`src/mnt_pkg.sv`:
```
// ----------------------------------------------------------------------------
// mnt_pkg
// shared types, constants and helpers of the missing sequence nack tracker
// ----------------------------------------------------------------------------
package mnt_pkg;

  // sequence numbers and the received bitmap
  localparam int SEQ_W      = 16;
  localparam int MAX_SEQ    = 65536;
  localparam int MAX_REPORT = 64;
  localparam int GROW_STEP  = 1000;

  // bitmap memory organisation: one word holds WORD_W consecutive flags
  localparam int WORD_W    = 32;
  localparam int BIT_W     = $clog2(WORD_W);
  localparam int MAP_WORDS = MAX_SEQ / WORD_W;
  localparam int ADDR_W    = $clog2(MAP_WORDS);
  localparam int CNT_W     = $clog2(MAX_REPORT + 1);

  // command queue between front and back
  localparam int Q_DEPTH = 4;
  localparam int Q_PTR_W = $clog2(Q_DEPTH);
  localparam int Q_CNT_W = $clog2(Q_DEPTH + 1);

  // configuration port
  localparam int PADDR_W = 3;
  localparam int PDATA_W = 32;
  localparam logic REG_TOTAL_PACKETS = 1'b0;
  localparam logic [SEQ_W-1:0] TOTAL_RESET = 16'd1;

  // input mode codes
  localparam logic MODE_DATA  = 1'b0;
  localparam logic MODE_QUERY = 1'b1;

  typedef struct packed {
    logic             mode;
    logic [SEQ_W-1:0] seq_no;
  } in_item_t;

  typedef struct packed {
    logic [SEQ_W-1:0] missing_seq;
    logic             last;
    logic             done_res;
  } out_item_t;

  typedef struct packed {
    logic             is_query;
    logic [SEQ_W-1:0] seq_no;
    logic [SEQ_W-1:0] win_top;
    logic             complete;
  } cmd_t;

  typedef enum logic [2:0] {
    B_CLEAR,
    B_IDLE,
    B_DATA_WR,
    B_Q_LOAD,
    B_Q_SCAN,
    B_FINISH
  } back_state_t;

  // position of the lowest set bit of a word
  function automatic logic [BIT_W-1:0] lowest_one(input logic [WORD_W-1:0] v);
    logic [BIT_W-1:0] idx;
    idx = '0;
    for (int i = WORD_W - 1; i >= 0; i--) begin
      if (v[i]) begin
        idx = BIT_W'(i);
      end
    end
    return idx;
  endfunction

endpackage

```
`src/mnt_front.sv`:
```
// ----------------------------------------------------------------------------
// mnt_front
// takes input transfers, tracks the highest sequence and the window top,
// and turns each transfer into a command for the back end
// ----------------------------------------------------------------------------
module mnt_front (
  input  logic                      clk,
  input  logic                      rst,
  input  logic                      in_valid,
  output logic                      in_ready,
  input  mnt_pkg::in_item_t         in_data,
  input  logic [mnt_pkg::SEQ_W-1:0] total_packets,
  input  logic                      q_full,
  input  logic                      map_ready,
  output logic                      push,
  output mnt_pkg::cmd_t             push_cmd
);

  logic [mnt_pkg::SEQ_W-1:0] highest_seen;
  logic [mnt_pkg::SEQ_W-1:0] track_limit;
  logic [mnt_pkg::SEQ_W-1:0] window_top;
  logic [mnt_pkg::SEQ_W-1:0] target;
  logic [mnt_pkg::SEQ_W-1:0] window_top_next;
  logic [mnt_pkg::SEQ_W:0]   grown;
  logic                      is_query;

  assign in_ready = map_ready && !q_full;
  assign push     = in_valid && in_ready;
  assign is_query = (in_data.mode == mnt_pkg::MODE_QUERY);

  // new target: highest seen, or grown by a step (capped at the packet total) when it has stalled
  always_comb begin
    grown  = {1'b0, highest_seen} + (mnt_pkg::SEQ_W + 1)'(mnt_pkg::GROW_STEP);
    target = highest_seen;
    if (track_limit == highest_seen && highest_seen < total_packets) begin
      if (grown > {1'b0, total_packets}) begin
        target = total_packets;
      end else begin
        target = grown[mnt_pkg::SEQ_W-1:0];
      end
    end
    window_top_next = (target > window_top) ? target : window_top;
  end

  always_comb begin
    push_cmd.is_query = is_query;
    push_cmd.seq_no   = in_data.seq_no;
    push_cmd.win_top  = window_top_next;
    push_cmd.complete = (highest_seen == total_packets);
  end

  always_ff @(posedge clk) begin
    if (rst) begin
      highest_seen <= '0;
      track_limit  <= mnt_pkg::SEQ_W'(1);
      window_top   <= '0;
    end else if (push) begin
      if (is_query) begin
        track_limit <= target;
        window_top  <= window_top_next;
      end else if (in_data.seq_no > highest_seen) begin
        highest_seen <= in_data.seq_no;
      end
    end
  end

endmodule

```
`config.mk`:
```
export PLATFORM = sky130hd
export DESIGN_NAME = mnt_front
export DESIGN_NICKNAME = d
export VERILOG_FILES = /design/src/mnt_pkg.sv /design/src/mnt_front.sv
export SDC_FILE = /design/constraint.sdc
export NUM_CORES = 1
export LEC_CHECK = 0
export BUFFER_PORTS_ARGS = -buffer_cell sky130_fd_sc_hd__buf_2
export CAP_MARGIN = 20
export CORE_MARGIN = 10
export CORE_UTILIZATION = 53
export DETAILED_ROUTE_END_ITERATION = 12
export PLACE_DENSITY = 0.78
export SYNTH_ARGS = -nofsm -noshare
export SYNTH_HDL_FRONTEND = slang
export SYNTH_SLANG_ARGS = --single-unit
```
`constraint.sdc`:
```
create_clock -name clk -period 9 [get_ports clk]
set_input_delay 2.7 -clock clk [delete_from_list [all_inputs] [get_ports clk]]
set_output_delay 2.7 -clock clk [all_outputs]
set_load 0.005 [all_outputs]
```
==> impl_metrics.json <==
{
  "die_y_um": 114,
  "pwr_density_cell_nw_per_um2": 127,
  "netlist_instances": 587,
  "yosys_warnings": 0,
  "final_cell_mix": "buf_4, buf_2, dfxtp_1",
  "cts.sinks": 48,
  "fin_tns_setup_ns": -3.98,
  "fin_crit_sh_pct": 103,
  "grt.busiest_layer": "met2",
  "cts_max_level": 2,
  "period_minus_slack_ns": 9.29,
  "die_area_sq_um": 12900,
  "pre_cts_ws_ns": -0.504,
  "synth_edf_count": 0,
  "worst_pin_slew_ns": 1.01,
  "cts-root-buf": "clkbuf_8",
  "relSlewSlack_pct": 32.9,
  "boundaryPins": 74,
  "drt_pass1_iterations": 6,
  "grtUsageMet2_pct": 40.4,
  "finClkSkew_ns": 0.00408,
  "num_vias": 5133,
  "violations": "setup timing",
  "crit_chain": "buf_2 > inv_1 > ha_4 > a211oi_2 > nor2_1 > nor4_2 > buf_4 > and3b_2 > nand2_4 > buf_4 > a21oi_2 > nor2_1 > ha_1 > nand4_1 > a2111o_1 > o211a_1 > nor2_4 > buf_12 > buf_8 > nor2_1 > a31oi_1 > buf_2",
  "routedWlPerCell_um": 19.8,
  "cpMaxStageDelayCell": "a2111o_1",
  "worstPathArrival_ns": 6.59,
  "cp-start-kind": "primary input",
  "power.leakage_nw": 2.76,
  "initial_core_util_pct": 53.8,
  "synth_area_per_cell_sq_um": 7.91,
  "drv_slew": 0,
  "setup_viol": 16,
  "post-route-drc-count": 0,
  "syn_nets": 687,
  "synthToLayoutAreaGrowth_pct": 42.4,
  "ctsHoldBuffers": 0,
  "ir_drop_v": 0.0000826,
  "crit_top_cell": "nor2_1",
  "grt_pass1_wl_mm": 25.0,
  "required_ns": 6.30,
  "crit_path_max_incr_delay_ns": 0.44,
  "clkTransAtPathRegs_ns": 0.10,
  "routed_wl_mm": 16.6,
  "drive_gt1_share_pct": 40.2,
  "hold_path_class": "reg -> reg",
  "finalHoldViolations": 0,
  "ys_seq_area_share_pct": 20.7,
  "gp_congestion": 0.991,
  "antenna_found_initial": 0,
  "cts_buffers": 5,
  "cp-end-kind": "output port",
  "ys_seq_elements": 48,
  "final_common_cell": "buf_4",
  "cp_max_fo": 7,
  "grt_max_degree": 63,
  "clk_path_buf_depth": 2,
  "detailed_place_hpwl_mm": 11.5,
  "rsz0062_at_grt": "yes",
  "yosys.cell_types.count": 60,
  "first_iter_violations": 529,
  "grt.overflow.total": 0,
  "max_freq_mhz": 108,
  "worst_slack_ns": -0.286,
  "tritoncts": "yes",
  "antenna_left": 0,
  "status": "finished, violations left",
  "drv_cap": 0,
  "nets": 831,
  "synthArstFlopShare_pct": 0,
  "insertion_delay_ns": 0.32,
  "worstSetupPathType": "in -> out",
  "syn_area_sq_um": 4640,
  "coreArea_sq_um": 8640,
  "timing.hold.ws_ns": 0.523,
  "track_usage_pct": 23.5,
  "diodes": 0,
  "grt_util_met3_pct": 4.30,
  "grt_use_met1_pct": 28.8,
  "fin_util_pct": 76.6,
  "placementRows": 34,
  "first_global_vias": 5065,
  "io_buffers": 73,
  "viasPerCell": 6.11,
  "synth_ff_type": "dfxtp_1",
  "die_w_um": 114
}
[sequential cells by signal, summed over array words and instances, names as in the netlist]
| name | count |
|---|---|
| track_limit | 16 |
| window_top | 16 |
| highest_seen | 16 |
[path summary, 6_finish.rpt]
| path | cells past startpoint | startpoint | end | slack, ns |
|---|---|---|---|---|
| worst max-delay path | 22 | total_packets[13] | push_cmd[11] | -0.29 |
| worst min-delay path | 2 | track_limit[8]$_SDFFE_PP0P_ | track_limit[8]$_SDFFE_PP0P_ | 0.52 |
| worst max register to register | 23 | highest_seen[5]$_SDFFE_PP0P_ | window_top[11]$_SDFFE_PP0P_ | 2.73 |
| worst min register to register | 2 | track_limit[8]$_SDFFE_PP0P_ | track_limit[8]$_SDFFE_PP0P_ | 0.52 |
[layout make-up]
cell class,count,area (sq um)
sequential,48,961
inverter,60,233
clock inverter,3,46.3
fill,609,2020
clock buffer,5,68.8
multi-input combinational,435,3880
timing repair buffer,181,1290
tap,108,135
[layer usage]
layer	vias up	share of wire, %
li1	2366	-
met1	2452	40
met2	261	49
met3	54	7.7
met4	0	2.6
met5	-	0
[synth_stat cells, types with 3 or more instances]
master / number / area [sq um]
ha_1: 62 / 776
inv_1: 60 / 225
nor2_1: 51 / 191
dfxtp_1: 48 / 961
a21oi_1: 41 / 205
nand2b_1: 39 / 244
xnor2_1: 24 / 210
nand3_1: 21 / 105
nand2_1: 19 / 71.3
a211oi_1: 18 / 135
nand4_1: 18 / 113
a21o_1: 17 / 128
buf_4: 17 / 128
mux2i_1: 16 / 160
clkbuf_1: 15 / 56.3
o21ai_0: 14 / 70.1
buf_2: 11 / 55.1
a311oi_1: 8 / 70.1
a31oi_2: 8 / 100
nor3_1: 7 / 35.0
nor2b_1: 6 / 37.5
o32ai_1: 6 / 52.6
and3_1: 5 / 31.3
a31oi_1: 4 / 25.0
nor4_1: 4 / 25.0
o211ai_1: 4 / 30.0
o21ai_1: 4 / 20.0
o21a_1: 3 / 22.5
o31ai_1: 3 / 22.5
[where the power goes]
| part | switching (mW) | internal, mW |
|---|---|---|
| sequential | 0.00783 | 0.219 |
| combinational | 0.223 | 0.218 |
| clock | 0.0889 | 0.0840 |
| total | 0.320 | 0.521 |
[critical path, delay by kind of cell]
family / cells / cell delay (ns)
and+or+nand+nor: 8 / 1.26
adders and majority gates: 2 / 0.55
AOI/OAI and AO/OA: 5 / 1.11
buffers and inverters: 7 / 0.94
[cells by family after synthesis]
logic type / after synthesis / synth area share, %
compound gates: 148 / 22.9
xor+xnor: 25 / 4.72
fa+ha+maj: 62 / 16.7
buf+inv: 105 / 10.3
flops: 48 / 20.7
mux: 17 / 3.69
simple gates: 182 / 20.9
[timing repair]
action	4_1_cts	5_1_grt
gates cloned	4	0
setup endpoints to repair	16	16
pin swaps	42	25
gates resized for setup	102	38
setup buffers	20	7
[per-stage QoR]
stage | cell area, sq um | std cells | power, mW
2_1_floorplan | 4660 | 587 | 0.403
3_3_place_gp | 5510 | 804 | 0.523
3_5_place_dp | 5510 | 804 | 0.530
4_1_cts | 6430 | 835 | 0.823
5_1_grt | 6610 | 840 | 0.885
6_report | 6610 | 840 | 0.841
No activity file was read; power rests on OpenSTA's default activity.
