`src/mnt_pkg.sv`:
```
// ----------------------------------------------------------------------------
// mnt_pkg
// shared types, constants and helpers of the missing sequence nack tracker
// ----------------------------------------------------------------------------
package mnt_pkg;

  // sequence numbers and the received bitmap
  localparam int SEQ_W      = 16;
  localparam int MAX_SEQ    = 65536;
  localparam int MAX_REPORT = 64;
  localparam int GROW_STEP  = 1000;

  // bitmap memory organisation: one word holds WORD_W consecutive flags
  localparam int WORD_W    = 32;
  localparam int BIT_W     = $clog2(WORD_W);
  localparam int MAP_WORDS = MAX_SEQ / WORD_W;
  localparam int ADDR_W    = $clog2(MAP_WORDS);
  localparam int CNT_W     = $clog2(MAX_REPORT + 1);

  // command queue between front and back
  localparam int Q_DEPTH = 4;
  localparam int Q_PTR_W = $clog2(Q_DEPTH);
  localparam int Q_CNT_W = $clog2(Q_DEPTH + 1);

  // configuration port
  localparam int PADDR_W = 3;
  localparam int PDATA_W = 32;
  localparam logic REG_TOTAL_PACKETS = 1'b0;
  localparam logic [SEQ_W-1:0] TOTAL_RESET = 16'd1;

  // input mode codes
  localparam logic MODE_DATA  = 1'b0;
  localparam logic MODE_QUERY = 1'b1;

  typedef struct packed {
    logic             mode;
    logic [SEQ_W-1:0] seq_no;
  } in_item_t;

  typedef struct packed {
    logic [SEQ_W-1:0] missing_seq;
    logic             last;
    logic             done_res;
  } out_item_t;

  typedef struct packed {
    logic             is_query;
    logic [SEQ_W-1:0] seq_no;
    logic [SEQ_W-1:0] win_top;
    logic             complete;
  } cmd_t;

  typedef enum logic [2:0] {
    B_CLEAR,
    B_IDLE,
    B_DATA_WR,
    B_Q_LOAD,
    B_Q_SCAN,
    B_FINISH
  } back_state_t;

  // position of the lowest set bit of a word
  function automatic logic [BIT_W-1:0] lowest_one(input logic [WORD_W-1:0] v);
    logic [BIT_W-1:0] idx;
    idx = '0;
    for (int i = WORD_W - 1; i >= 0; i--) begin
      if (v[i]) begin
        idx = BIT_W'(i);
      end
    end
    return idx;
  endfunction

endpackage

```
`src/mnt_queue.sv`:
```
// ----------------------------------------------------------------------------
// mnt_queue
// short command queue between front and back end
// ----------------------------------------------------------------------------
module mnt_queue (
  input  logic          clk,
  input  logic          rst,
  input  logic          push,
  input  mnt_pkg::cmd_t push_cmd,
  input  logic          pop,
  output mnt_pkg::cmd_t head,
  output logic          empty,
  output logic          full
);

  mnt_pkg::cmd_t                entries [mnt_pkg::Q_DEPTH];
  logic [mnt_pkg::Q_PTR_W-1:0]  wr_ptr;
  logic [mnt_pkg::Q_PTR_W-1:0]  rd_ptr;
  logic [mnt_pkg::Q_CNT_W-1:0]  count;

  assign empty = (count == '0);
  assign full  = (count == mnt_pkg::Q_CNT_W'(mnt_pkg::Q_DEPTH));
  assign head  = entries[rd_ptr];

  always_ff @(posedge clk) begin
    if (rst) begin
      wr_ptr <= '0;
      rd_ptr <= '0;
      count  <= '0;
    end else begin
      if (push) begin
        wr_ptr <= wr_ptr + 1'b1;
      end
      if (pop) begin
        rd_ptr <= rd_ptr + 1'b1;
      end
      if (push && !pop) begin
        count <= count + 1'b1;
      end else if (pop && !push) begin
        count <= count - 1'b1;
      end
    end
  end

  always_ff @(posedge clk) begin
    if (push) begin
      entries[wr_ptr] <= push_cmd;
    end
  end

endmodule

```
`config.mk`:
```
export PLATFORM = sky130hd
export DESIGN_NAME = mnt_queue
export DESIGN_NICKNAME = d
export VERILOG_FILES = /design/src/mnt_pkg.sv /design/src/mnt_queue.sv
export SDC_FILE = /design/constraint.sdc
export NUM_CORES = 1
export LEC_CHECK = 0
export ABC_AREA = 1
export ABC_CLOCK_PERIOD_IN_PS = 3950
export BUFFER_PORTS_ARGS = -buffer_cell sky130_fd_sc_hd__buf_2
export CAP_MARGIN = 40
export CORE_UTILIZATION = 25
export DETAILED_ROUTE_END_ITERATION = 8
export HOLD_SLACK_MARGIN = 0.05
export PLACE_DENSITY_LB_ADDON = 0.2
export SLEW_MARGIN = 20
export SYNTH_ARGS = -nofsm -noshare
export SYNTH_HDL_FRONTEND = slang
export SYNTH_SLANG_ARGS = --single-unit
```
`constraint.sdc`:
```
create_clock -name clk -period 3.95 [get_ports clk]
set_input_delay 0.395 -clock clk [delete_from_list [all_inputs] [get_ports clk]]
set_output_delay 0.395 -clock clk [all_outputs]
set_load 0.05 [all_outputs]
```
==> metrics.txt, run 1 <==
Max-Cap Viols 0; top cells by area, synth edfxtp_1 72%, o21ai_0 6.0%, o22ai_2 4.4%; Post-Route Skew 0.00639 ns; Slew @ Worst Pin about 0.76 ns; total CTS buffers 17; port buffer count 73; DRT Pass-1 Iters 4; GRT Util Overall 11.4%; Initial Util 25.8%; clock sink total about 150; critical path arrival 2.41 ns; antenna violations before repair 3; Via density 4.37; highest metal used met5; total gr overflow 0; class of the most critical setup path reg -> out; largest net degree at the start of global routing 69; max_slew headroom 49.0%; Slew Viols, Final 0; Syn Inst Count 387; Ports 74; crit path time final between 2 and 3 ns; fmax about 360 MHz; Routability Congestion roughly 0.7; Area Overhead vs Synth 22.4%; setup violators final 0; Setup TNS Final 0 ns; via count 3310; register area share after synthesis 74.9%; critical path peak fanout 35; crit end category output pin; Hold Buf Count CTS 0; routed metal-1 wire length 5390 µm; Post-Place Cells 724; Final #Nets 507; post-DR wirelength/cell roughly 17 µm; share of the synthesized area in the top cell type 71.7%; Mapped Nets 431; Clock Latency Late Sink 0.42 ns; final instance area 6970 µm²; share of cells above drive strength 1 32.8%; Synth area leader edfxtp_1; CTS tree yes; Routed Antenna Nets 0; H-tree depth 4; DRC Markers 0; clock buffer depth 2; Distinct cells, synth 24; Reg clk slew, reported paths 0.06 ns; Worst Hold Class in -> reg; leak pwr 2.44 nW; commonest cells after routing, fill and taps aside 136 x edfxtp_1, 73 x buf_2, 68 x o21ai_0; Hold Slack 0.143 ns; Layout fillers 2142; Setup crit start kind flop; number of flops mapped to enable cells by yosys 136; VDD IR max 0.000240 V; Die Ht 153 µm; WL final 12600 µm; period utilization 71.1%; dpl cell area roughly 6300 µm²; final std cells w/o fill ~760; Yosys reg bits approximately 150; first-pass GRT wire length 19600 µm; status finished clean; synth warn 0; asr flop ratio synth 0%; Cell Area, Synth 5690 µm²; power density over cell area 565 nW/µm²; dpl hpwl 7640 µm; Final Hold Vio Count 0; Synth Flop Type edfxtp_1; row count 54; iteration-0 DRC count of the detailed router 129; post-CTS sizing 0; unrepaired setup endpoints after global routing false; critical path data required time 3.56 ns; leading cell type in the layout, fill and taps excluded edfxtp_1; Post-CTS Setup Inserts 0; routed wl met3 765 µm; Mean Syn Cell Area 14.7 µm²; core footprint 22100 µm²; Root Buffer clkbuf_16; Die Footprint around 23000 µm²; Die X 153 µm; vias in the first global route 3443; metal2 WL 6280 µm
==> layout make-up <==
cell class              count  area, µm²  share of cell area [%]
clock buffers              18        429                    6.16
diodes                      1       2.50                  0.0359
flip-flops and latches    145       4270                    61.2
inverters                  17       68.8                   0.988
well taps                 280        350                    5.03
multi-input cells         204       1190                    17.1
repair buffers             78        468                    6.72
clock inverters            14        190                    2.73
==> power by group <==
group | internal [W] | switching, W | total [W]
Clock | 0.00105 | 0.000601 | 0.00165
Combinational | 0.000122 | 0.000372 | 0.000494
Sequential | 0.00175 | 0.0000357 | 0.00179
==> cells in the mapped netlist, types with 5 or more instances <==
| cell | number |
|---|---|
| buf_2 | 12 |
| dfxtp_1 | 9 |
| edfxtp_1 | 136 |
| ha_1 | 5 |
| inv_1 | 15 |
| nand2_1 | 9 |
| nor2_1 | 54 |
| nor2_2 | 20 |
| o21ai_0 | 68 |
| o21ai_1 | 5 |
| o22ai_1 | 14 |
| o22ai_2 | 20 |
==> state kept, by name, summed over array words and instances (netlist names), named ones only <==
signal,flops
count,3
entries,136
rd_ptr,2
wr_ptr,2
==> kinds of logic after synthesis <==
kind of cell               Yosys count  share of synthesized area, %
buffers and inverters               38                          4.15
DFF                                145                          74.9
and+or+nand+nor                     87                          6.73
AOI/OAI and AO/OA                  110                          12.6
adders and majority gates            6                          1.45
xor gates and xnor gates             1                         0.154
==> metrics by stage <==
stage	total power, W	setup slack, ns	utilization (%)
after floorplan	0.00218	2.09	-
after global placement	0.00231	1.57	28.3
after detailed placement	0.00233	1.55	28.7
after CTS	0.00399	1.08	31.5
after global routing	0.00408	0.962	31.5
final	0.00394	1.14	31.5
==> layer usage <==
layer	up-vias	global-route usage [%]
met2	83	18.7
met5	-	0
met1	1618	13.5
li1	1589	-
met4	4	5.00
met3	16	3.94
==> worst max-delay path, stage by stage, from the launching register on <==
cell,delay (ns)
dfxtp_2,0.56
inv_2,0.62
o21ai_1,0.17
o22ai_1,0.30
buf_2,0.33
==> path summary, 6_finish.rpt <==
| check | from | endpoint | slack (ns) | cells past startpoint |
|---|---|---|---|---|
| max | flop | head[32] | 1.14 | 4 |
| max reg2reg | wr_ptr[0] | entries[2][11] | 2.34 | 5 |
| min reg2reg | rd_ptr[1] | flop | 0.43 | 1 |
| min | rst | count[0] | 0.14 | 2 |
No activity file was read; power rests on OpenSTA's default activity.
==> inputs of run 2 (changes only) <==
--- a/config.mk
+++ b/config.mk
@@ -6,7 +6,7 @@
 export NUM_CORES = 1
 export LEC_CHECK = 0
 export ABC_AREA = 1
-export ABC_CLOCK_PERIOD_IN_PS = 3950
+export ABC_CLOCK_PERIOD_IN_PS = 2500
 export BUFFER_PORTS_ARGS = -buffer_cell sky130_fd_sc_hd__buf_2
 export CAP_MARGIN = 40
 export CORE_UTILIZATION = 25
==> constraint.sdc (replaced) <==
create_clock -name clk -period 2.5 [get_ports clk]
set_input_delay 0.25 -clock clk [delete_from_list [all_inputs] [get_ports clk]]
set_output_delay 0.25 -clock clk [all_outputs]
set_load 0.05 [all_outputs]
==> run 2 against run 1 <==
- worst hold slack worse by 0.078 ns
- worst setup slack worse by 0.81 ns
- sequential share of layout area down 2.6 points
- critical endpoint is now head[21]
- combinational power up 73%
- final area up 4.5%
- clock power up 48%
- global-route usage up 0.20 points
- final cell count up 4.9%
- utilization up 1.4 points
- die area unchanged
==> metrics.txt, run 2 (synthesized netlist as in run 1, its figures left out) <==
Post-Route Skew 0.0129 ns (was 0.00639 ns); CTS tree yes (unchanged); Initial Util 25.8% (unchanged); total gr overflow 0 (unchanged); period utilization 86.6%; Die Footprint 23400 µm² (unchanged); status finished clean (unchanged); R2R depth 5 (unchanged); power density over cell area 837 nW/µm² (was 565 nW/µm²); Slew @ Worst Pin 0.592 ns (was 0.765 ns); setup slack, reg-to-reg 0.88 ns (was 2.34 ns); commonest cells after routing, fill and taps aside 136 x edfxtp_1, 73 x buf_2, 68 x o21ai_0 (unchanged); highest metal used met4 (was met5); metal2 WL 6520 µm (was 6280 µm); crit end category output pin (unchanged); leading cell type in the layout, fill and taps excluded edfxtp_1 (unchanged); routed wl met3 438 µm (was 765 µm); total power 0.00609 W (was 0.00394 W); WL final 12800 µm (was 12600 µm); row count 54 (unchanged); Slew Viols, Final 0 (unchanged); Max-Cap Viols 0 (unchanged); reg2reg end entries[0][33] (was entries[2][11]); Die X 153 µm (unchanged); total CTS buffers 17 (unchanged); iteration-0 DRC count of the detailed router 106 (was 129); Setup crit start kind flop (unchanged); Layout fillers 2154 (was 2142); Area Overhead vs Synth 27.9% (was 22.4%); first-pass GRT wire length 19800 µm (was 19600 µm); setup violators final 0 (unchanged); max_slew headroom 60.5% (was 49.0%); RR Startpoint wr_ptr[0] (unchanged); Worst Hold Class in -> reg (unchanged); clock buffer depth 2 (unchanged); class of the most critical setup path reg -> out (unchanged); Post-CTS Setup Inserts 0 (unchanged); leak pwr 2.58 nW (was 2.44 nW); routed metal-1 wire length 5620 µm (was 5390 µm); post-DR wirelength/cell 16.1 µm (was 16.7 µm); Root Buffer clkbuf_16 (unchanged); DRC Markers 0 (unchanged); Via density 4.29 (was 4.37); Setup TNS Final 0 ns (unchanged); GRT Util Overall 11.6% (was 11.4%); unrepaired setup endpoints after global routing false (unchanged); post-CTS sizing 0 (unchanged); Final #Nets 544 (was 507); vias in the first global route 3621 (was 3443); Reg clk slew, reported paths 0.06 ns (about the same); CP delay by family, top buffers and inverters (unchanged); Final Hold Vio Count 0 (unchanged); critical path arrival 1.91 ns (was 2.41 ns); clock sink total 145 (unchanged); capture point of the worst path head[21] (was head[32]); core footprint 22100 µm² (unchanged); critical path data required time 2.25 ns (was 3.56 ns); fmax 462 MHz; critical-path cell list inv_6 > o21ai_0 > o22ai_1 > buf_2 (was inv_2 > o21ai_1 > o22ai_1 > buf_2); DRT Pass-1 Iters 6 (was 4); dpl hpwl 7200 µm (was 7640 µm); crit path time final 2.16 ns; Routability Congestion 0.652 (was 0.698); CP max stage cell inv_6 (was inv_2); H-tree depth 4 (unchanged); Routed Antenna Nets 0 (unchanged); Largest regs entries: 136 flops, count: 3 flops (unchanged); largest net degree at the start of global routing 69 (unchanged); Ports 74 (unchanged); port buffer count 73 (unchanged); via count 3405 (was 3310); CP Depth 4 (unchanged); max reg flops 136 (unchanged); antenna violations before repair 1 (was 3); critical path peak fanout 68 (was 35); Die Ht 153 µm (unchanged); Most flops, register entries (unchanged); Clock Latency Late Sink 0.43 ns (was 0.42 ns); crit path buf inv count 2 (unchanged); slowest stage delay, CP 0.45 ns (was 0.62 ns); share of cells above drive strength 1 31.2% (was 32.8%); VDD IR max 0.000410 V (was 0.000240 V)
-- run 2: final cells by class --
class	instances	area, µm²	share of cell area (%)
Antenna cell	1	2.50	0.0344
Tap cell	280	350	4.81
Sequential cell	145	4270	58.6
Multi-Input combinational cell	204	1190	16.4
Clock buffer	17	425	5.84
Timing Repair Buffer	115	828	11.4
Inverter	17	68.8	0.945
Clock inverter	15	145	1.99
-- run 2: how the worst min path moves through the flow --
| stage | cells after the start | startpoint | slack, ns | end |
|---|---|---|---|---|
| 6_report | 1 | push_cmd[12] | 0.06 | entries[2][12] |
| 5_1_grt | 1 | push_cmd[12] | 0.06 | entries[2][12] |
| 4_1_cts | 1 | push_cmd[17] | 0.05 | entries[3][17] |
| 3_5_place_dp | 1 | rd_ptr[1] | 0.42 | flop |
| 3_3_place_gp | 1 | rd_ptr[1] | 0.42 | flop |
| 2_1_floorplan | 1 | rst | 0.32 | count[0] |
-- run 2: timing repair --
item | 4_1_cts | 5_1_grt
endpoints found under the setup margin | 0 | 0
hold endpoints to repair | 129 | 2
hold buffers | 33 | 1
-- run 2: metrics by stage --
stage                     hold WS, ns  util (%)  instance area, µm²  setup WS (ns)  std cells
after global routing           0.0577      32.9                7280          0.199        794
after floorplan                 0.322         -                5690          0.781        387
after global placement          0.420      28.8                6370          0.778        727
after CTS                      0.0530      32.9                7270          0.288        792
after detailed placement        0.423      28.8                6370          0.763        727
final                          0.0650      32.9                7280          0.336        794
-- run 2: per-layer routing --
metal,GRT usage (%),vias up
li1,-,1660
met1,13.2,1665
met2,19.9,65
met3,3.94,15
met4,4.52,0
met5,0,-
-- run 2: power by group --
part	internal, W	switching (W)	leakage (nW)
Sequential	0.00277	0.0000329	1.32
Clock	0.00140	0.00104	0.280
Combinational	0.000232	0.000621	0.980
